<file path="src/sv/cas_pkg.sv">
// cas_pkg: shared types, constants and the energy table for channel_airtime_survey.
// No dependencies.
`default_nettype none
package cas_pkg;

    localparam int CHANNELS_DEF = 13;
    localparam int NODES_DEF    = 8;

    localparam logic [31:0] SCORE_CAP = 32'd4000000000;
    localparam logic [15:0] COUNT_MAX = 16'hFFFF;
    localparam int          ROM_SIZE  = 97;

    // action codes
    typedef enum logic [2:0] {
        ACT_FRAME  = 3'd0,
        ACT_TUNE   = 3'd1,
        ACT_CLEAR  = 3'd2,
        ACT_CHOOSE = 3'd3,
        ACT_REPORT = 3'd4,
        ACT_NODE   = 3'd5,
        ACT_NOP6   = 3'd6,
        ACT_NOP7   = 3'd7
    } t_action;

    // classified item passed from front to back
    typedef struct packed {
        t_action     action;
        logic signed [7:0] rssi;
        logic        own_node;
        logic [3:0]  channel;
    } t_cmd;

    // floor(10^(k/10)) for k = rssi + 100; 0 for k < 0, SCORE_CAP for k >= 97
    function automatic logic [31:0] energy_term(input logic signed [7:0] rssi);
        logic signed [8:0] k;
        logic [31:0] v;
        k = 9'(rssi) + 9'sd100;
        v = 32'd0;
        if (k < 0) begin
            v = 32'd0;
        end else if (k >= 9'sd97) begin
            v = SCORE_CAP;
        end else begin
            case (k[6:0])
                7'd0: v = 1; 7'd1: v = 1; 7'd2: v = 1; 7'd3: v = 1; 7'd4: v = 2;
                7'd5: v = 3; 7'd6: v = 3; 7'd7: v = 5; 7'd8: v = 6; 7'd9: v = 7;
                7'd10: v = 10; 7'd11: v = 12; 7'd12: v = 15; 7'd13: v = 19;
                7'd14: v = 25; 7'd15: v = 31; 7'd16: v = 39; 7'd17: v = 50;
                7'd18: v = 63; 7'd19: v = 79; 7'd20: v = 100; 7'd21: v = 125;
                7'd22: v = 158; 7'd23: v = 199; 7'd24: v = 251; 7'd25: v = 316;
                7'd26: v = 398; 7'd27: v = 501; 7'd28: v = 630; 7'd29: v = 794;
                7'd30: v = 1000; 7'd31: v = 1258; 7'd32: v = 1584; 7'd33: v = 1995;
                7'd34: v = 2511; 7'd35: v = 3162; 7'd36: v = 3981; 7'd37: v = 5011;
                7'd38: v = 6309; 7'd39: v = 7943; 7'd40: v = 10000; 7'd41: v = 12589;
                7'd42: v = 15848; 7'd43: v = 19952; 7'd44: v = 25118; 7'd45: v = 31622;
                7'd46: v = 39810; 7'd47: v = 50118; 7'd48: v = 63095; 7'd49: v = 79432;
                7'd50: v = 100000; 7'd51: v = 125892; 7'd52: v = 158489;
                7'd53: v = 199526; 7'd54: v = 251188; 7'd55: v = 316227;
                7'd56: v = 398107; 7'd57: v = 501187; 7'd58: v = 630957;
                7'd59: v = 794328; 7'd60: v = 1000000; 7'd61: v = 1258925;
                7'd62: v = 1584893; 7'd63: v = 1995262; 7'd64: v = 2511886;
                7'd65: v = 3162277; 7'd66: v = 3981071; 7'd67: v = 5011872;
                7'd68: v = 6309573; 7'd69: v = 7943282; 7'd70: v = 10000000;
                7'd71: v = 12589254; 7'd72: v = 15848931; 7'd73: v = 19952623;
                7'd74: v = 25118864; 7'd75: v = 31622776; 7'd76: v = 39810717;
                7'd77: v = 50118723; 7'd78: v = 63095734; 7'd79: v = 79432823;
                7'd80: v = 100000000; 7'd81: v = 125892541; 7'd82: v = 158489319;
                7'd83: v = 199526231; 7'd84: v = 251188643; 7'd85: v = 316227766;
                7'd86: v = 398107170; 7'd87: v = 501187233; 7'd88: v = 630957344;
                7'd89: v = 794328234; 7'd90: v = 1000000000; 7'd91: v = 1258925411;
                7'd92: v = 1584893192; 7'd93: v = 1995262314; 7'd94: v = 32'd2511886431;
                7'd95: v = 32'd3162277660; 7'd96: v = 32'd3981071705;
                default: v = 32'd0;
            endcase
        end
        return v;
    endfunction

endpackage
`default_nettype wire

</file>
<file path="src/sv/cas_queue.sv">
// cas_queue: two-entry queue between front and back.
// Depends on cas_pkg.
`default_nettype none
module cas_queue (
    input  wire logic          i_clk,
    input  wire logic          i_rst_n,
    input  wire logic          i_valid,
    output logic               o_ready,
    input  wire cas_pkg::t_cmd i_data,
    output logic               o_valid,
    input  wire logic          i_ready,
    output cas_pkg::t_cmd      o_data
);

    cas_pkg::t_cmd r_mem [2];
    logic          r_wp, r_rp;
    logic [1:0]    r_cnt;
    logic          w_push, w_pop;

    assign o_ready = r_cnt != 2'd2;
    assign o_valid = r_cnt != 2'd0;
    assign w_push  = i_valid && o_ready;
    assign w_pop   = o_valid && i_ready;
    assign o_data  = r_mem[r_rp];

    always_ff @(posedge i_clk) begin
        if (!i_rst_n) begin
            r_wp  <= 1'b0;
            r_rp  <= 1'b0;
            r_cnt <= 2'd0;
        end else begin
            if (w_push) r_wp <= !r_wp;
            if (w_pop)  r_rp <= !r_rp;
            r_cnt <= r_cnt + 2'(w_push) - 2'(w_pop);
        end
    end

    always_ff @(posedge i_clk) begin
        if (w_push) r_mem[r_wp] <= i_data;
    end

`ifndef SYNTH
    a_no_overflow: assert property (@(posedge i_clk) disable iff (!i_rst_n)
        r_cnt != 2'd3) else $error("queue count out of range");
    a_pop_nonempty: assert property (@(posedge i_clk) disable iff (!i_rst_n)
        (r_cnt == 2'd0) |-> !w_pop) else $error("pop from empty queue");
    a_full_blocks: assert property (@(posedge i_clk) disable iff (!i_rst_n)
        (r_cnt == 2'd2 && !w_pop) |=> r_cnt == 2'd2) else $error("full queue lost entry");
`endif

endmodule
`default_nettype wire

</file>
<file path="config.mk">
export PLATFORM = sky130hd
export DESIGN_NAME = cas_queue
export DESIGN_NICKNAME = d
export VERILOG_FILES = /design/src/sv/cas_pkg.sv /design/src/sv/cas_queue.sv
export SDC_FILE = /design/constraint.sdc
export NUM_CORES = 1
export LEC_CHECK = 0
export ABC_AREA = 1
export BUFFER_PORTS_ARGS = -buffer_cell sky130_fd_sc_hd__buf_2
export CAP_MARGIN = 20
export CORE_MARGIN = 10
export CORE_UTILIZATION = 30
export CTS_CLUSTER_DIAMETER = 50
export CTS_CLUSTER_SIZE = 20
export DETAILED_ROUTE_END_ITERATION = 16
export SETUP_SLACK_MARGIN = 0.1
export SLEW_MARGIN = 40
export SYNTH_ARGS = -nofsm -noshare
export SYNTH_HDL_FRONTEND = slang
export SYNTH_SLANG_ARGS = --single-unit
export TNS_END_PERCENT = 5
</file>
<file path="constraint.sdc">
create_clock -name i_clk -period 2.9 [get_ports i_clk]
set_input_delay 0.58 -clock i_clk [delete_from_list [all_inputs] [get_ports i_clk]]
set_output_delay 0.58 -clock i_clk [all_outputs]
set_load 0.02 [all_outputs]
</file>
# Word-level counts from Yosys, hierarchy flattened
# Memory sizes are Yosys's and may differ from the RTL's. A register that Yosys moved wholly into a read port is not among the register bits.
# Index checks and enable logic that the tools add are counted.
# W data, S select, Z words.
[totals] wordCells=16 out_inout_bits=18 inputBits=20 reg_bits=4 mem_bits_rw=32 memories=1
[classes] n_reduce_logical=5 add_sub_neg=2 eq_ne=1 mux=4
[mem_list] memory="r_mem" depth=2 word_bits=16 rd=1 rd_clocked_by_memory_dff=1 write_ports=1 line="cas_queue.sv:15" rtl="cas_pkg::t_cmd r_mem [2];"
[ops] op="$mux W1" count=4
[ops] op="$add A2 B1 Y2" count=1
[ops] op="$logic_and A1 B1 Y1" count=2
[ops] op="$logic_not A1 Y1" count=2
[ops] op="$ne A2 B2 Y1 const B" count=1
[ops] op="$reduce_bool A2 Y1" count=1
[ops] op="$sub A2 B1 Y2" count=1

# Logic depth before layout (Yosys ltp)
# Gate-level depths: netlist of the first run.
[depth] word_depth=4 mapped_depth=11 ltp_nobuf=11

# Least setup slack after synthesis of the first run
# Ideal clock, no wire load.
[synth_path] kind="register to register" startpoint="reg r_cnt[0]" endpoint="mem r_mem[1][0] in the netlist's numbering, enable pin" arrival_ns=1.468 stages_incl_launch_ff=5 path_buffers=0 setup_time_ns=0.390 required_ns=2.510 slack_ns=1.042 synth_period_minus_slack_ns=1.858 cell_sequence="dfxtp_1 inv_1 nand2_1 nand2_1 nor2_1"
[synth_via] elab_chain_len=4
[synth_lines] item="start, declared" line="cas_queue.sv:17" rtl="logic [1:0] r_cnt;"
[synth_lines] item="start signal, assigned" line="cas_queue.sv:34" rtl="r_cnt <= r_cnt + 2'(w_push) - 2'(w_pop);"
[synth_lines] item="$ne A2 B2 Y1" line="cas_queue.sv:20" rtl="assign o_ready = r_cnt != 2'd2;"
[synth_lines] item="via o_ready" line="cas_queue.sv:8" rtl="output logic o_ready,"
[synth_lines] item="$logic_and A1 B1 Y1" line="cas_queue.sv:22" rtl="assign w_push = i_valid && o_ready;"
[synth_lines] item="$mux W1" line="cas_queue.sv:39" rtl="if (w_push) r_mem[r_wp] <= i_data;"
[synth_lines] item="$mux W1 (implied by the code)" line="cas_queue.sv:39"
[synth_lines] item="end, declared" line="cas_queue.sv:15"
# The timed path passes the listed nets, and every way through them passes these cells.

==> results list, run 1 <==
- The worst pin sits at a relative slew slack of 59.3%.
- Iteration-0 DRC count of the detailed router: 33
- Quantity of gates resized following cts: 0
- The worst path in the final design needs a cycle of 2.18 ns, including I/O delays and setup.
- Main area contributors after synthesis: edfxtp_1, mux2_4, dfxtp_1
* Critical Path Source Type: register
* Proportion of layout cells with a drive suffix above 1: 49.2%
* Critical path data required time: 2.32 ns
- The worst register-to-register path ends at r_mem[1][14].
- Count of state elements after synthesis: 37
- edfxtp_1 takes more of the synthesized area than any other cell.
* CTS buffer count: 5
- The count of final max-slew check failures came to 0.
- The tightest min-delay check is of the in -> reg type.
- The number of global-route vias before repair was 916.
* Status: complete, no violations
* Area after detailed placement: 1690 um2
- Total routing usage reported by global routing: 7.28%
- After layout, the worst setup slack is 0.715 ns.
- Data arrives at the worst endpoint at 1.60 ns.
- Endpoint of the most critical setup path: o_data[0]
- Detailed-route via count: 795
- Net count after synthesis: 107
* Number of buffers between clock root and the deepest sink: 2
* Post-route cell area: 1830 um2
- Leakage power figure: 0.750 nW
* Critical Path End Type: output port
- Starting density of the core: 30.8%
- Power density over the cells: 961 nW/um2
- Antenna cells: 0
- Maximum fanout encountered on the critical timing path: 10
* Count of cells along the worst register-to-register path: 5
- Clk_skew: 0.00744 ns
- Placer Congestion: 0.670
- Clock-pin slew was measured on the worst setup and hold paths at 0.08 ns.
- Global-route wire length before repair: 4.28 mm
- In this run the remaining antenna-violating nets after routing total 0.
- Max-cap check violation count: 0
* CTS root buffer: clkbuf_8
- Among all stages on the critical path, the largest delay is contributed by dfxtp_1.
- Final Hold Viols: 0
* Number of buffers added for setup after CTS: 0
- Non-filler instance count after layout: 186
- Syn Area/Cell: 16.8 um2
- After technology mapping, the gate count stands at 86.
* Cell-by-cell listing of the critical path: buf_4 > mux2_2 > buf_2
- Portion of synthesized cell area occupied by the leading cell type: 66.5%
- Final-layout worst hold slack: 0.478 ns
* R2r startpoint: r_cnt[0]
- Post-detailed-placement half-perimeter wirelength: 2.15 mm
- DR vias/cell: 4.27
- Global routing finished with a remaining overflow of 0.
- For the pin with the worst max-slew slack, the measured transition is 0.609 ns.
- The initialized floorplan defines 25 standard-cell rows.
- The core region is 4690 um2.
- The first detailed-routing pass ran for 3 iterations.
* Quantity of hold-fixing buffers added after cts: 0
- The final layout contains routed wiring with a total length of 2.76 mm.
* Family with the most delay on the worst path: flip-flops
- Die X: 89.4 um
* Sequential-to-total area share from yosys stat: 73.4%
* Insertion delay of the later-clocked pin in the worst-skew pair: 0.29 ns
- For this run, the number of Yosys warnings is 0.
- Together, buffers and inverters on the worst path number 2.
- Maximum VDD drop: 0.000442 V
* Highest achievable clock rate: 0.458 GHz
* CP max stage delay: 0.51 ns
- Entering global routing, the biggest net connects 14 pins.
- Distinct cell type count of the synthesized netlist: 14
- CTS tree: built
- Setup tns final: 0 ns
- During I/O placement, the number of pins put on the boundary was 38.
- Compared with the post-synthesis result, the final layout area differs by 26.4%.
- In this run, placement finished with an instance count of 178.
- IO buf count: 37
- The number of antenna violations at the first check in global routing was 0.
- Setup violations remaining at the end of the flow were counted as 0.
- Die area: 7990 um2
- OpenSTA, run right after detailed placement, puts the worst setup slack at 0.911 ns.
- Nets: 152
* Clock Sinks: 37
* Total number of cells along the worst setup path: 3
- In the final routed layout, each cell accounts on average for 14.9 um.
- RSZ-0062 raised after global routing: false
- After detailed routing, the number of remaining DRC violations is 0.
- Final period utilization: 75.3%
- The die is 89.4 um tall.
* WS Path Type: reg -> out
- Counting the fill cells in the layout gives 455.
- CTS built an H-tree with a depth of 2.
* R2R setup slack: 1.13 ns
- Netlist area before placement: 1450 um2
==> flip-flops by register name, summed over array words and instances (netlist names), named ones only <==
signal / cells
r_mem: 32
r_cnt: 2
r_wp: 1
r_rp: 1
==> worst reg2reg max path, cell delays in order, from the launching register on <==
cell and delay, ns:
dfxtp_1 0.36, inv_1 0.05, nand2_1 0.07, nand2_1 0.15
nor2_1 0.51, buf_4 0.32
==> worst min path at each step <==
stage                   start           to  slack [ns]  depth (start not counted)
floorplan                r_rp     register        0.47                          2
global placement         r_rp         r_rp        0.48                          2
detailed placement       r_rp     register        0.49                          2
CTS                 i_data[1]  r_mem[1][1]        0.47                          1
global route        i_data[3]  r_mem[1][3]        0.47                          1
finish              i_data[1]  r_mem[1][1]        0.48                          1
==> synthesized netlist by cell type (all sizes together) <==
library cell and instances:
edfxtp 32, mux2 16, nand2 11, nor2 9
inv 7, dfxtp 5, buf 2, a21oi 1
ha 1, nand3 1, xnor2 1
==> cell usage in the layout, fill, tap and decap left out <==
cell       instances
dfxtp_1            5
inv_6              1
buf_4              3
buf_2             37
inv_1              7
nor2_1             8
mux2_4            10
mux2_2             6
ha_1               1
nor2_2             1
bufinv_16          2
edfxtp_1          32
clkbuf_8           5
nand2_1           11
a21oi_1            1
nand3_1            1
xnor2_1            1
==> report_power, final <==
| group | leakage [nW] | switching, W | internal [W] |
|---|---|---|---|
| Sequential | 0.340 | 0.0000404 | 0.000679 |
| Clock | 0.0687 | 0.000185 | 0.000346 |
| Combinational | 0.341 | 0.000293 | 0.000212 |
| Total | 0.750 | 0.000518 | 0.00124 |
==> cell families after synthesis <==
group	Yosys count	synth area share, %
muxes	16	15.1
adders and majority gates	1	0.866
and+or+nand+nor	21	5.71
DFF	37	73.4
buffers and inverters	9	3.98
xor gates and xnor gates	1	0.606
AOI/OAI and AO/OA	1	0.346
==> metal layers <==
layer	track usage (%)	routed length, um	up-vias
met1	7.18	1070	372
met3	4.83	330	2
met4	2.17	15	0
met2	12.2	1350	32
met5	0	0	-
li1	-	-	389
==> area by class of cell <==
| type | count | area [um2] | area share, % |
|---|---|---|---|
| sequential | 37 | 1060 | 58.1 |
| multi-input combinational | 40 | 327 | 17.9 |
| timing repair buffer | 40 | 208 | 11.4 |
| clock buffer | 5 | 68.8 | 3.77 |
| clock inverter | 3 | 68.8 | 3.77 |
| tap | 54 | 67.6 | 3.70 |
| inverter | 7 | 26.3 | 1.44 |
==> stage by stage <==
step,power [W],util [%]
after global routing,0.00186,38.9
after floorplan,0.00111,-
after CTS,0.00178,38.9
after detailed placement,0.00125,36.0
after global placement,0.00123,36.0
final,0.00176,38.9
Power figures use the tool's default switching activity.
==> inputs of run 2 (changes only) <==
clock period = 2.1 ns   (was 2.9 ns; I/O delays follow)
==> run 2 against run 1 <==
Utilization shrank 0.83 points. Setup slack got worse by 0.38 ns. Clock power shrank 17%. Sequential power up 36%. Cell area decreased by 2.1%. First-iteration DRC count down 30%. Clock-buffer cell count is 1 higher. Routed wire length decreased by 2.9%. Highest routed layer unchanged.
==> results list, run 2 (synthesis gave the netlist of run 1 again) <==
- At the pin with the least slew margin, the transition time is 0.235 ns.
* Highest achievable clock rate: 0.568 GHz
* R2R setup slack: 0.62 ns
- In the layout the commonest cells are buf_2, edfxtp_1, nand2_1.
* R2r startpoint: r_cnt[0]
* Max-cap check violation count: 0
- Combinational logic is responsible for 34.0% of the overall power.
- The die covers 7990 um2.
- The critical path in this run is classified as reg -> out.
- Htree depth: 2
* CTS buffer count: 5
- Summed over all cells, the static leakage comes to 0.735 nW.
* Cell-by-cell listing of the critical path: buf_4 > mux2_2 > buf_2
- The count of final max-slew check failures came to 0.
- Fill cell instance count of the final layout: 466
* Metal1 wirelength: 1.12 mm
- For the worst setup path, the data required time is 1.68 ns.
* Share of total power in the clock network: 20.6%
- Power density over the cells: 1200 nW/um2
- Metal3 WL: 272 um
- In this run switching power makes up 31.6% of total power.
- CTS tree: built
* Core Area: 4690 um2
- After clock tree synthesis, the clock-pin slew on the worst setup and hold paths is 0.06 ns.
- Switch Pwr: 0.000681 W
- The final number of hold-violating endpoints was 0.
- The worst path in the final design needs a cycle of 1.76 ns, including I/O delays and setup.
* Maximum fanout encountered on the critical timing path: 10
* Reg with most FFs: r_mem
- Setup tns final: 0 ns
* Min-Delay Startpoint: i_data[9]
* DRT Pass-1 Iters: 3
* Hold depth: 1
- The number of antenna diodes in the final layout is 0.
- Total routing usage reported by global routing: 7.13%
- Counting both buffers and inverters, the worst setup path holds a total of 2.
* Detailed-route via count: 821
- Global routing finished with a remaining overflow of 0.
- Clk_skew: 0.00169 ns
- Summed over all layers, the routed wires come to 2.68 mm.
- Signal routing reaches up to met4.
* Max-Slew Margin vs Limit: 84.3%
* Area occupied by multi-input gates: 327 um2
- After detailed routing, the average wire length per cell comes to 14.3 um.
- Arrival time reported for the critical path endpoint: 1.34 ns
- Overall power of the completed layout: 0.00215 W
* Commonest non-fill, non-tap cell in the layout: buf_2
- Iteration-0 DRC count of the detailed router: 23
- The path with the worst hold slack has its endpoint at r_mem[1][9].
* Family with the most delay on the worst path: buffers and inverters
- Clock Sinks: 37
- The register with the most flip-flops in the layout has 32 of them.
* Placer Congestion: 0.646
- Sequential share of power: 45.5%
- Final period utilization: 83.9%
* Number of antenna violations at the first check in global routing: 0
- CP max stage delay: 0.35 ns
- The tree is rooted in a clkbuf_8.
- The number of cells on the worst reg-to-reg path is 10.
- Entering global routing, the biggest net connects 11 pins.
- Number of buffers between clock root and the deepest sink: 2
- Status: complete, no violations
- IO buf count: 37
- Final setup violation count: 0
- The first global-routing pass estimated 4.17 mm of wire.
* Area used by sequential logic in the layout: 1060 um2
* Maximum VDD drop: 0.000490 V
* DR WL met2: 1.25 mm
- In this run the remaining antenna-violating nets after routing total 0.
- The number of global-route vias before repair was 874.
- STA classifies the critical path endpoint as an output port.
* Area growth from synthesis to final layout: 23.7%
- For this configuration, the core starts out at a cell density of 30.8%.
- Number of buffers added for setup after CTS: 0
- The final layout contains 155 nets.
- The worst register-to-register path ends at r_cnt[1].
- The floorplan step set the die width to 89.4 um.
* Largest registers: r_mem x32, r_cnt x2
- Number of top-level pins: 38
- Proportion of layout cells with a drive suffix above 1: 48.5%
- For this design, the CTS-stage hold fixing added 0 buffers.
- Int Power: 0.00147 W
* DR vias/cell: 4.37
- The HPWL after detailed placement is 2.08 mm.
- Insertion delay of the later-clocked pin in the worst-skew pair: 0.28 ns
* RSZ-0062 raised after global routing: false
* Number of design rule violations left after detail routing: 0
- Die Span Y: 89.4 um
- Critical Path Source Type: register
- The tightest min-delay check is of the in -> reg type.
* Quantity of gates resized following cts: 0
- The initialized floorplan defines 25 standard-cell rows.
- Crit-path slowest cell: mux2_2
[run 2: changes by cell type in the layout (fill, tap and decap cells not counted)]
cell	change
inv_6	-1
bufinv_16	-2
clkinv_1	+1
clkbuf_1	+1
buf_4	+3
[run 2: stage by stage]
stage | worst slack, ns | hold slack, ns | cells | area, um2 | util (%)
2_1_floorplan | 0.242 | 0.467 | 86 | 1450 | -
3_3_place_gp | 0.646 | 0.485 | 181 | 1710 | 36.5
3_5_place_dp | 0.535 | 0.492 | 181 | 1710 | 36.5
4_1_cts | 0.312 | 0.313 | 188 | 1790 | 38.1
5_1_grt | 0.292 | 0.312 | 188 | 1790 | 38.1
6_report | 0.339 | 0.327 | 188 | 1790 | 38.1
[run 2: metal layers]
metal	vias to the layer above	GRT usage (%)
met3	6	4.47
met5	-	0
li1	395	-
met2	32	11.3
met1	388	7.40
met4	0	3.03
[run 2: worst max path at each step]
stage	endpoint	slack, ns	cells past startpoint
final	o_data[0]	0.34	3
after global routing	o_data[0]	0.29	3
after CTS	o_data[0]	0.31	3
after detailed placement	r_cnt[1]	0.53	10
after global placement	r_cnt[1]	0.65	10
after floorplan	r_mem[1][0]	0.24	4
[run 2: power groups by stage]
stage / combinational (W) / sequential [W] / clock (W)
CTS: 0.000751 / 0.000980 / 0.000467
finish: 0.000731 / 0.000978 / 0.000443
floorplan: 0.000545 / 0.000987 / 0
global route: 0.000802 / 0.000988 / 0.000504
global placement: 0.000727 / 0.000989 / 0
detailed placement: 0.000749 / 0.000996 / 0
[run 2: area by class of cell]
type | count | area share [%]
Timing Repair Buffer | 43 | 12.9
Multi-Input combinational cell | 40 | 18.3
Inverter | 7 | 1.47
Sequential cell | 37 | 59.3
Clock inverter | 1 | 0.210
Clock buffer | 6 | 4.06
Tap cell | 54 | 3.78
