===== src/sv/cas_pkg.sv =====
// cas_pkg: shared types, constants and the energy table for channel_airtime_survey.
// No dependencies.
`default_nettype none
package cas_pkg;

    localparam int CHANNELS_DEF = 13;
    localparam int NODES_DEF    = 8;

    localparam logic [31:0] SCORE_CAP = 32'd4000000000;
    localparam logic [15:0] COUNT_MAX = 16'hFFFF;
    localparam int          ROM_SIZE  = 97;

    // action codes
    typedef enum logic [2:0] {
        ACT_FRAME  = 3'd0,
        ACT_TUNE   = 3'd1,
        ACT_CLEAR  = 3'd2,
        ACT_CHOOSE = 3'd3,
        ACT_REPORT = 3'd4,
        ACT_NODE   = 3'd5,
        ACT_NOP6   = 3'd6,
        ACT_NOP7   = 3'd7
    } t_action;

    // classified item passed from front to back
    typedef struct packed {
        t_action     action;
        logic signed [7:0] rssi;
        logic        own_node;
        logic [3:0]  channel;
    } t_cmd;

    // floor(10^(k/10)) for k = rssi + 100; 0 for k < 0, SCORE_CAP for k >= 97
    function automatic logic [31:0] energy_term(input logic signed [7:0] rssi);
        logic signed [8:0] k;
        logic [31:0] v;
        k = 9'(rssi) + 9'sd100;
        v = 32'd0;
        if (k < 0) begin
            v = 32'd0;
        end else if (k >= 9'sd97) begin
            v = SCORE_CAP;
        end else begin
            case (k[6:0])
                7'd0: v = 1; 7'd1: v = 1; 7'd2: v = 1; 7'd3: v = 1; 7'd4: v = 2;
                7'd5: v = 3; 7'd6: v = 3; 7'd7: v = 5; 7'd8: v = 6; 7'd9: v = 7;
                7'd10: v = 10; 7'd11: v = 12; 7'd12: v = 15; 7'd13: v = 19;
                7'd14: v = 25; 7'd15: v = 31; 7'd16: v = 39; 7'd17: v = 50;
                7'd18: v = 63; 7'd19: v = 79; 7'd20: v = 100; 7'd21: v = 125;
                7'd22: v = 158; 7'd23: v = 199; 7'd24: v = 251; 7'd25: v = 316;
                7'd26: v = 398; 7'd27: v = 501; 7'd28: v = 630; 7'd29: v = 794;
                7'd30: v = 1000; 7'd31: v = 1258; 7'd32: v = 1584; 7'd33: v = 1995;
                7'd34: v = 2511; 7'd35: v = 3162; 7'd36: v = 3981; 7'd37: v = 5011;
                7'd38: v = 6309; 7'd39: v = 7943; 7'd40: v = 10000; 7'd41: v = 12589;
                7'd42: v = 15848; 7'd43: v = 19952; 7'd44: v = 25118; 7'd45: v = 31622;
                7'd46: v = 39810; 7'd47: v = 50118; 7'd48: v = 63095; 7'd49: v = 79432;
                7'd50: v = 100000; 7'd51: v = 125892; 7'd52: v = 158489;
                7'd53: v = 199526; 7'd54: v = 251188; 7'd55: v = 316227;
                7'd56: v = 398107; 7'd57: v = 501187; 7'd58: v = 630957;
                7'd59: v = 794328; 7'd60: v = 1000000; 7'd61: v = 1258925;
                7'd62: v = 1584893; 7'd63: v = 1995262; 7'd64: v = 2511886;
                7'd65: v = 3162277; 7'd66: v = 3981071; 7'd67: v = 5011872;
                7'd68: v = 6309573; 7'd69: v = 7943282; 7'd70: v = 10000000;
                7'd71: v = 12589254; 7'd72: v = 15848931; 7'd73: v = 19952623;
                7'd74: v = 25118864; 7'd75: v = 31622776; 7'd76: v = 39810717;
                7'd77: v = 50118723; 7'd78: v = 63095734; 7'd79: v = 79432823;
                7'd80: v = 100000000; 7'd81: v = 125892541; 7'd82: v = 158489319;
                7'd83: v = 199526231; 7'd84: v = 251188643; 7'd85: v = 316227766;
                7'd86: v = 398107170; 7'd87: v = 501187233; 7'd88: v = 630957344;
                7'd89: v = 794328234; 7'd90: v = 1000000000; 7'd91: v = 1258925411;
                7'd92: v = 1584893192; 7'd93: v = 1995262314; 7'd94: v = 32'd2511886431;
                7'd95: v = 32'd3162277660; 7'd96: v = 32'd3981071705;
                default: v = 32'd0;
            endcase
        end
        return v;
    endfunction

endpackage
`default_nettype wire


===== src/sv/cas_back.sv =====
// cas_back: executes items on the per-channel statistics, builds results.
// Depends on cas_pkg.
`default_nettype none
module cas_back #(
    parameter int CHANNELS = cas_pkg::CHANNELS_DEF
) (
    input  wire logic               i_clk,
    input  wire logic               i_rst_n,
    input  wire logic               i_cmd_valid,
    output logic                    o_cmd_ready,
    input  wire cas_pkg::t_cmd      i_cmd,
    output logic                    o_valid,
    input  wire logic               i_ready,
    output logic [3:0]              o_chosen_channel,
    output logic [15:0]             o_frame_count,
    output logic signed [7:0]       o_strongest_rssi,
    output logic [31:0]             o_energy_score
);

    typedef enum logic [2:0] {
        ST_IDLE, ST_READ, ST_WRITE, ST_SCAN, ST_EMIT, ST_CLEAR
    } t_state;

    t_state             r_state;
    cas_pkg::t_cmd      r_cmd;
    logic [3:0]         r_tuned;
    logic [CHANNELS:1]  r_vld;     // entry not valid reads as zero
    logic [15:0]        r_cnt   [CHANNELS+1];
    logic signed [7:0]  r_peak  [CHANNELS+1];
    logic [31:0]        r_score [CHANNELS+1];
    logic [3:0]         r_ch, r_best;
    logic [4:0]         r_scan;    // one bit wider so the walk ends past channel 15
    logic [31:0]        r_best_score;
    logic [15:0]        r_rd_cnt;
    logic signed [7:0]  r_rd_peak;
    logic [31:0]        r_rd_score;
    logic [31:0]        r_term;

    logic [15:0]        w_new_cnt;
    logic               w_in_range;

    assign o_cmd_ready = (r_state == ST_IDLE) && !o_valid;
    assign w_in_range  = (r_ch != 4'd0) && (32'(r_ch) <= CHANNELS);
    assign w_new_cnt   = (r_rd_cnt == cas_pkg::COUNT_MAX) ? r_rd_cnt : r_rd_cnt + 16'd1;

    // control sequencer, one item at a time
    always_ff @(posedge i_clk) begin
        if (!i_rst_n) begin
            r_state <= ST_IDLE;
            r_tuned <= 4'd0;
            r_vld   <= '0;
            o_valid <= 1'b0;
        end else begin
            if (o_valid && i_ready) o_valid <= 1'b0;
            unique case (r_state)
                ST_IDLE: begin
                    if (i_cmd_valid && o_cmd_ready) begin
                        r_cmd <= i_cmd;
                        unique case (i_cmd.action)
                            cas_pkg::ACT_FRAME: begin
                                r_ch <= r_tuned;
                                if (r_tuned != 4'd0 && 32'(r_tuned) <= CHANNELS
                                    && !i_cmd.own_node) r_state <= ST_READ;
                            end
                            cas_pkg::ACT_TUNE:  r_tuned <= i_cmd.channel;
                            cas_pkg::ACT_CLEAR: r_state <= ST_CLEAR;
                            cas_pkg::ACT_CHOOSE: begin
                                r_best       <= 4'd1;
                                r_scan       <= 5'd2;
                                r_best_score <= r_vld[1] ? r_score[1] : 32'd0;
                                r_state      <= ST_SCAN;
                            end
                            cas_pkg::ACT_REPORT: begin
                                r_ch    <= i_cmd.channel;
                                r_state <= ST_READ;
                            end
                            default: ;
                        endcase
                    end
                end
                ST_READ: begin
                    r_rd_cnt   <= (w_in_range && r_vld[r_ch]) ? r_cnt[r_ch]   : 16'd0;
                    r_rd_peak  <= (w_in_range && r_vld[r_ch]) ? r_peak[r_ch]  : 8'sd0;
                    r_rd_score <= (w_in_range && r_vld[r_ch]) ? r_score[r_ch] : 32'd0;
                    r_term     <= cas_pkg::energy_term(r_cmd.rssi);
                    r_state    <= (r_cmd.action == cas_pkg::ACT_FRAME) ? ST_WRITE : ST_EMIT;
                end
                ST_WRITE: begin
                    r_vld[r_ch] <= 1'b1;
                    r_state     <= ST_IDLE;
                end
                ST_SCAN: begin
                    if (32'(r_scan) > CHANNELS) begin
                        r_ch    <= r_best;
                        r_state <= ST_READ;
                    end else begin
                        if ((r_vld[r_scan[3:0]] ? r_score[r_scan[3:0]] : 32'd0)
                            < r_best_score) begin
                            r_best       <= r_scan[3:0];
                            r_best_score <= r_vld[r_scan[3:0]] ? r_score[r_scan[3:0]]
                                                               : 32'd0;
                        end
                        r_scan <= r_scan + 5'd1;
                    end
                end
                ST_EMIT: begin
                    o_valid          <= 1'b1;
                    o_chosen_channel <= r_ch;
                    o_frame_count    <= r_rd_cnt;
                    o_strongest_rssi <= (r_rd_cnt != 16'd0) ? r_rd_peak : 8'sd0;
                    o_energy_score   <= r_rd_score;
                    r_state          <= ST_IDLE;
                end
                ST_CLEAR: begin
                    r_vld   <= '0;
                    r_state <= ST_IDLE;
                end
                default: r_state <= ST_IDLE;
            endcase
        end
    end

    // statistics write-back
    always_ff @(posedge i_clk) begin
        if (r_state == ST_WRITE) begin
            r_cnt[r_ch] <= w_new_cnt;
            if (w_new_cnt == 16'd1 || r_cmd.rssi > r_rd_peak) r_peak[r_ch] <= r_cmd.rssi;
            if (r_rd_score < cas_pkg::SCORE_CAP - r_term)
                r_score[r_ch] <= r_rd_score + r_term;
            else
                r_score[r_ch] <= r_rd_score;
        end
    end

`ifndef SYNTH
    a_busy_not_ready: assert property (@(posedge i_clk) disable iff (!i_rst_n)
        (r_state != ST_IDLE) |-> !o_cmd_ready) else $error("ready while busy");
    a_emit_sets_valid: assert property (@(posedge i_clk) disable iff (!i_rst_n)
        (r_state == ST_EMIT) |=> o_valid) else $error("result not raised");
    a_score_capped: assert property (@(posedge i_clk) disable iff (!i_rst_n)
        o_valid |-> o_energy_score <= cas_pkg::SCORE_CAP) else $error("score above cap");
`endif

endmodule
`default_nettype wire


===== config.mk =====
export PLATFORM = sky130hd
export DESIGN_NAME = cas_back
export DESIGN_NICKNAME = d
export VERILOG_FILES = /design/src/sv/cas_pkg.sv /design/src/sv/cas_back.sv
export SDC_FILE = /design/constraint.sdc
export NUM_CORES = 2
export LEC_CHECK = 0
export ABC_AREA = 0
export BUFFER_PORTS_ARGS = -buffer_cell sky130_fd_sc_hd__clkbuf_2
export CAP_MARGIN = 0
export CORE_ASPECT_RATIO = 1.25
export CORE_UTILIZATION = 44
export CTS_CLUSTER_SIZE = 20
export DETAILED_ROUTE_END_ITERATION = 7
export GPL_TIMING_DRIVEN = 0
export HOLD_SLACK_MARGIN = 0.08
export PLACE_DENSITY_LB_ADDON = 0.15
export SLEW_MARGIN = 20
export SYNTH_ARGS = -nofsm -noshare
export SYNTH_HDL_FRONTEND = slang
export SYNTH_MEMORY_MAX_BITS = 65536
export SYNTH_SLANG_ARGS = --single-unit

===== constraint.sdc =====
create_clock -name i_clk -period 10.2 [get_ports i_clk]
set_input_delay 0.51 -clock i_clk [delete_from_list [all_inputs] [get_ports i_clk]]
set_output_delay 0.51 -clock i_clk [all_outputs]
set_load 0.05 [all_outputs]

# [Yosys cells after proc, flatten, opt, wreduce, memory -nomap -nowiden]
# Memory sizes are Yosys's and may differ from the RTL's. A register that Yosys moved wholly into a read port is not among the register bits.
# Index checks and enable logic that the tools add are counted.
[totals] register_bits=169 ramBits=784 mem_bits_ro=4096 input_bits=20 output_inout_bits=62 n_memories=4
[classes] addsub=5 magnitude_cmp=11 eq_ne=19 n_mux=50 bitwise=2 reduce_logical=32
[mem_list] memory="(no name shown)" depth=128 word_bits=32 read_ports=1 rd_ports_with_merged_regs=0 write_ports=0 line="cas_pkg.sv:44" source="case (k[6:0])"
[mem_list] memory="r_score" depth=14 word_bits=32 read_ports=3 rd_ports_with_merged_regs=2 write_ports=1 line="cas_back.sv:30" source="logic [31:0] r_score [CHANNELS+1];"
[mem_list] memory="r_cnt" depth=14 word_bits=16 read_ports=1 rd_ports_with_merged_regs=1 write_ports=1 line="cas_back.sv:28" source="logic [15:0] r_cnt [CHANNELS+1];"
[mem_list] memory="r_peak" depth=14 word_bits=8 read_ports=1 rd_ports_with_merged_regs=1 write_ports=1 line="cas_back.sv:29" source="logic signed [7:0] r_peak [CHANNELS+1];"
[ops] op="two-way mux 32 bit" n=8
[ops] op="less-than comparator 32 bit" n=2
[ops] op="case mux 32 bit (2 select lines)" n=1
[ops] op="adder 32 bit" n=1
[ops] op="subtractor 32 bit (first input constant)" n=1
[ops] op="two-way mux 4 bit" n=7
[ops] op="case mux 13 bit (2 select lines)" n=1
[ops] op="case mux 4 bit (2 select lines)" n=3
[ops] op="adder 16 x 1 -> 16 bit (second input constant)" n=1
[ops] op="equality test 16 x 1 -> 1 bit (second input constant)" n=1
[ops] op="equality test 16 bit (second input constant)" n=1
[ops] op="two-way mux 1 bit" n=16
[ops] op="two-way mux 16 bit" n=1
[ops] op="nonzero test 16 bit" n=1
[ops] op="two-way mux 5 bit" n=3
[ops] op="OR 13 bit" n=1
[ops] op="equality test 3 x 2 -> 1 bit (second input constant)" n=4
[ops] op="two-way mux 3 bit" n=4
[ops] op="case mux 3 bit (4 select lines)" n=1
[ops] op="less-than comparator 4 x 5 -> 1 bit (second input constant)" n=2
[ops] op="case mux 5 bit (2 select lines)" n=1
[ops] op="AND reduction 5 bit" n=2
[ops] op="adder 8 x 8 -> 9 bit (second input constant)" n=1
[ops] op="equality test 3 bit (second input constant)" n=3
[ops] op="other kinds (28)" n=52

# [Depth between registers and ports, before layout]
[logic_depth] word_depth=7 ltp_mapped=21

# [Least setup slack after synthesis]
# No wires, ideal clock.
[synth_timing] path_kind="in2reg" from="in i_rst_n" to="reg r_rd_cnt[0], read port of r_cnt (enable)" arrival_time_ns=6.828 required_time_ns=9.558 setup_slack_ns=2.730 cell_stages=3 cell_sequence="clkbuf_1 -> nand2_1 -> nor3_1"
[synth_between] elab_chain_cells=1
[synth_rtl] element="start, declared" line="cas_back.sv:8" source="input wire logic i_rst_n,"
[synth_rtl] element="AND reduction 2 bit (no line)"
[synth_rtl] element="end, declared" line="cas_back.sv:34" source="logic [15:0] r_rd_cnt;"
# Every way passes these cells.
# A chain may end at the register's enable or synchronous reset.

# [Worst setup path after layout]
[layout_timing] from="reg r_term[1]" to="mem r_score[13][31], data pin"
[layout_between] elab_chain_cells=6
[layout_rtl] element="start, declared" line="cas_back.sv:37" source="logic [31:0] r_term;"
[layout_rtl] element="start signal, assigned" line="cas_back.sv:85" source="r_term <= cas_pkg::energy_term(r_cmd.rssi);"
[layout_rtl] element="subtractor 32 bit" line="cas_back.sv:128" source="if (r_rd_score < cas_pkg::SCORE_CAP - r_term)"
[layout_rtl] element="less-than comparator 32 bit" line="cas_back.sv:128"
[layout_rtl] element="two-way mux 1 bit" line="cas_back.sv:128"
[layout_rtl] element="two-way mux 1 bit" line="cas_back.sv:125" source="if (r_state == ST_WRITE) begin"
[layout_rtl] element="two-way mux 1 bit (not written as such)" line="cas_back.sv:131" source="r_score[r_ch] <= r_rd_score;"
[layout_rtl] element="two-way mux 32 bit (no line) (*)"
[layout_rtl] element="end, declared" line="cas_back.sv:30"
# Mark *: on every way between the ends. The rest lies on a longest branch, timed or not.

==> results.py <==
metrics = {
    "drt": {
        "wl_met3_um": 11600,
        "drt_iter0_drc": 3608,
        "wl_per_cell_um": 34.0,
        "viasPerCell": 6.44,
        "vias": 31800,
        "ant_nets": 0,
        "top_layer": "met5",
        "wl_met1_um": 66100,
        "dr_wl_met2_um": 83200,
        "drtPass1Iterations": 8,
        "wl_um": 168000,
        "drc": 3,
    },
    "clock_network": {
        "clockBufferDepth": 3,
        "clk_pin_slew_ns": 0.06,
        "cts_tree": "built",
        "clock_latency_ns": 0.74,
        "postCtsSetupBuffers": 0,
        "cts_sinks": 1013,
        "h-tree-depth": 3,
        "cts_buffers": 102,
        "holdBufCountCts": 16,
        "cts_root_buf": "clkbuf_16",
        "post_cts_resized": 0,
    },
    "synth": {
        "synth_edf_count": 988,
        "syn_avg_cell_area_sq_um": 15.8,
        "yosys.cell_types.count": 81,
        "postSynth.asyncResetShare_pct": 0,
        "synth_flop_cell": "edfxtp_1",
        "synth_cells": 3129,
        "ys_ff_latch": 1013,
        "seq_area_frac_synth_pct": 61.2,
        "ys.warnings.count": 0,
        "netlist_area_sq_um": 49300,
        "synth_nets": 3283,
    },
    "critical_path": {
        "crit_arrival_ns": 7.03,
        "reg2reg_from": "r_term[1]",
        "timing.rr.end": "r_score[13][31]",
        "critical_path.top_delay_family": "compound AO/OA/AOI/OAI gates",
        "cp_num_cells": 21,
        "start_kind": "flip-flop",
        "cpMaxStageDelayCell": "or4b_2",
        "cp.required_ns": 10.39,
        "critPathMaxFanout": 14,
        "crit_chain": "inv_1 > ha_1 > or4b_2 > o41a_1 > o21ai_2 > a21oi_1 > o31ai_2 > nand2_1 > nand2_1 > xnor2_1 > ha_1 > a21o_1 > a221oi_1 > o21ai_0 > o21bai_1 > a2111o_1 > and2_4 > buf_6 > clkbuf_1 > a21oi_1 > nand4_1",
        "end_kind": "flip-flop",
        "critPathBufInv": 3,
        "endpoint": "r_score[13][31]",
        "rrSetupSlack_ns": 3.36,
        "reg2reg_depth": 21,
        "critPathLaunch": "r_term[1]",
        "slowest_delay_ns": 0.70,
        "path_class": "reg -> reg",
    },
    "min_path": {
        "hp-class": "in -> reg",
    },
    "layout": {
        "final_cell_mix": "edfxtp_1, mux4_2, nand2_1, ha_1, clkbuf_1",
        "syn_to_final_growth_pct": 15.3,
        "final_cell_area_sq_um": 56900,
        "diodes": 0,
        "drive_above_1_share_pct": 25.9,
        "final_common_cell": "edfxtp_1",
        "nFillCells": 9152,
        "final_nets": 3561,
    },
    "place": {
        "dpl.hpwl_um": 118000,
        "placed_cell_area_sq_um": 53300,
        "gp_congestion": 0.952,
        "port_buffers": 80,
    },
    "sta": {
        "skew_ns": 0.0669,
        "rsz0062_at_grt": "false",
        "fin_setup_tns_ns": 0,
        "max_freq_ghz": 0.146,
        "final_hold_viol_count": 0,
        "period_share_pct": 67.1,
        "drv_slew": 0,
        "slew-limit-headroom_pct": 14.6,
        "worst_pin_slew_ns": 1.28,
        "period_needed_ns": 6.84,
        "setup-violations-final": 0,
    },
    "status": {
        "run_status": "finished with violations",
        "violations": "DRC",
    },
    "die": {
        "die_w_um": 301,
        "row_count": 136,
        "coreArea_sq_um": 111000,
        "initial_utilization_pct": 44.6,
        "num_io_pins": 82,
        "die-area_sq_um": 113000,
        "die_y_um": 376,
    },
    "run": {
        "drv_cap": 0,
    },
    "power": {
        "max-vdd-ir-drop_uv": 144,
        "power.density_nw_per_um2": 164,
        "leakage_nw": 19.0,
    },
    "global_route": {
        "grt_overflow": 0,
        "track_usage_pct": 29.7,
        "grt_pass1_vias": 32000,
        "grt_max_degree": 44,
        "grt_antenna_before_repair": 6,
        "grt_pass1_wl_um": 237000,
    },
}
[worst min-delay path: cells and delay by family]
family	cells	cell delay (ns)
buf+inv	1	0.18
compound gates	1	0.05
simple gates	1	0.12
[layer usage]
metal,global-route usage (%),vias to the layer above
met5,0,-
met4,11.6,4
met3,4.64,339
met2,49.7,1521
met1,38.9,16800
li1,-,13200
[Yosys cell counts, drive strengths merged, types with 14 or more instances]
library cell	instances	area share [%]
a211oi	27	0.42
a21o	26	0.40
a21oi	109	1.1
a311oi	24	0.43
a31oi	21	0.27
and2	22	0.28
and3	16	0.20
buf	63	0.54
clkbuf	130	0.99
dfxtp	25	1.0
edfxtp	988	60
ha	133	3.4
inv	71	0.54
mux2	94	2.2
mux2i	16	0.32
mux4	357	16
nand2	225	1.7
nand2b	16	0.20
nand3	76	0.77
nand4	29	0.37
nor2	129	0.98
nor2b	106	1.3
nor3	32	0.33
o211ai	17	0.26
o21a	35	0.53
o21ai	120	1.2
o311ai	15	0.27
or3	14	0.18
xnor2	36	0.64
xor2	35	0.62
[metrics by stage]
stage | instances | hold slack, ns | total power, mW | setup WS (ns) | utilization, %
floorplan | 3129 | 0.421 | 5.21 | 2.73 | -
global placement | 4658 | 0.466 | 5.53 | -1.91 | 46.6
detailed placement | 4736 | 0.474 | 5.56 | 3.31 | 48.2
CTS | 4938 | 0.131 | 9.35 | 3.29 | 51.4
global route | 4938 | 0.209 | 9.55 | 2.97 | 51.4
finish | 4938 | 0.175 | 9.32 | 3.36 | 51.4
[power breakdown]
group          internal [mW]  switching (mW)  total, mW  leakage [nW]
registers               4.65          0.0426       4.69          9.12
clock network           2.14            1.69       3.83          1.64
logic                  0.250           0.552      0.802          8.19
[layout make-up]
cell class / count / area [sq um] / share of cell area (%)
timing repair buffer: 174 / 1890 / 3.33
sequential: 1013 / 30200 / 53.0
clock buffer: 114 / 2620 / 4.60
tap: 1449 / 1810 / 3.19
clock inverter: 72 / 758 / 1.33
multi-input combinational: 1851 / 18500 / 32.6
inverter: 72 / 270 / 0.475
buffer: 193 / 813 / 1.43
[registers in the layout, summed over array words and instances, names as in the netlist, named ones only]
| signal | flops |
|---|---|
| r_tuned | 4 |
| r_rd_score | 32 |
| r_peak | 112 |
| o_frame_count | 16 |
| r_vld | 13 |
| o_chosen_channel | 4 |
| r_ch | 4 |
| o_strongest_rssi | 8 |
| o_energy_score | 32 |
| r_best_score | 32 |
| r_best | 4 |
| r_cnt | 224 |
| r_scan | 5 |
| r_term | 32 |
| o_valid | 1 |
| r_cmd | 11 |
| r_score | 448 |
| r_rd_peak | 8 |
| r_state | 3 |
| r_rd_cnt | 16 |
[kinds of logic (layout without fill, tap and decap cells)]
kind of cell	after synthesis	count (layout)	share of synthesized area, %
AOI/OAI and AO/OA	480	480	6.40
xor gates and xnor gates	71	71	1.26
adders and majority gates	134	134	3.41
buffers and inverters	265	625	2.08
DFF	1013	1013	61.2
muxes	467	467	18.8
and+or+nand+nor	699	699	6.91
[worst min-delay path by stage]
stage,from,end,cells after the start
final,i_rst_n,o_valid,3
after global routing,i_rst_n,r_tuned[3],2
after CTS,i_rst_n,o_valid,3
after detailed placement,r_vld[6],r_vld[6],1
after global placement,r_vld[7],r_vld[7],1
after floorplan,r_ch[0],o_chosen_channel[0],0
Power figures use the tool's default switching activity.
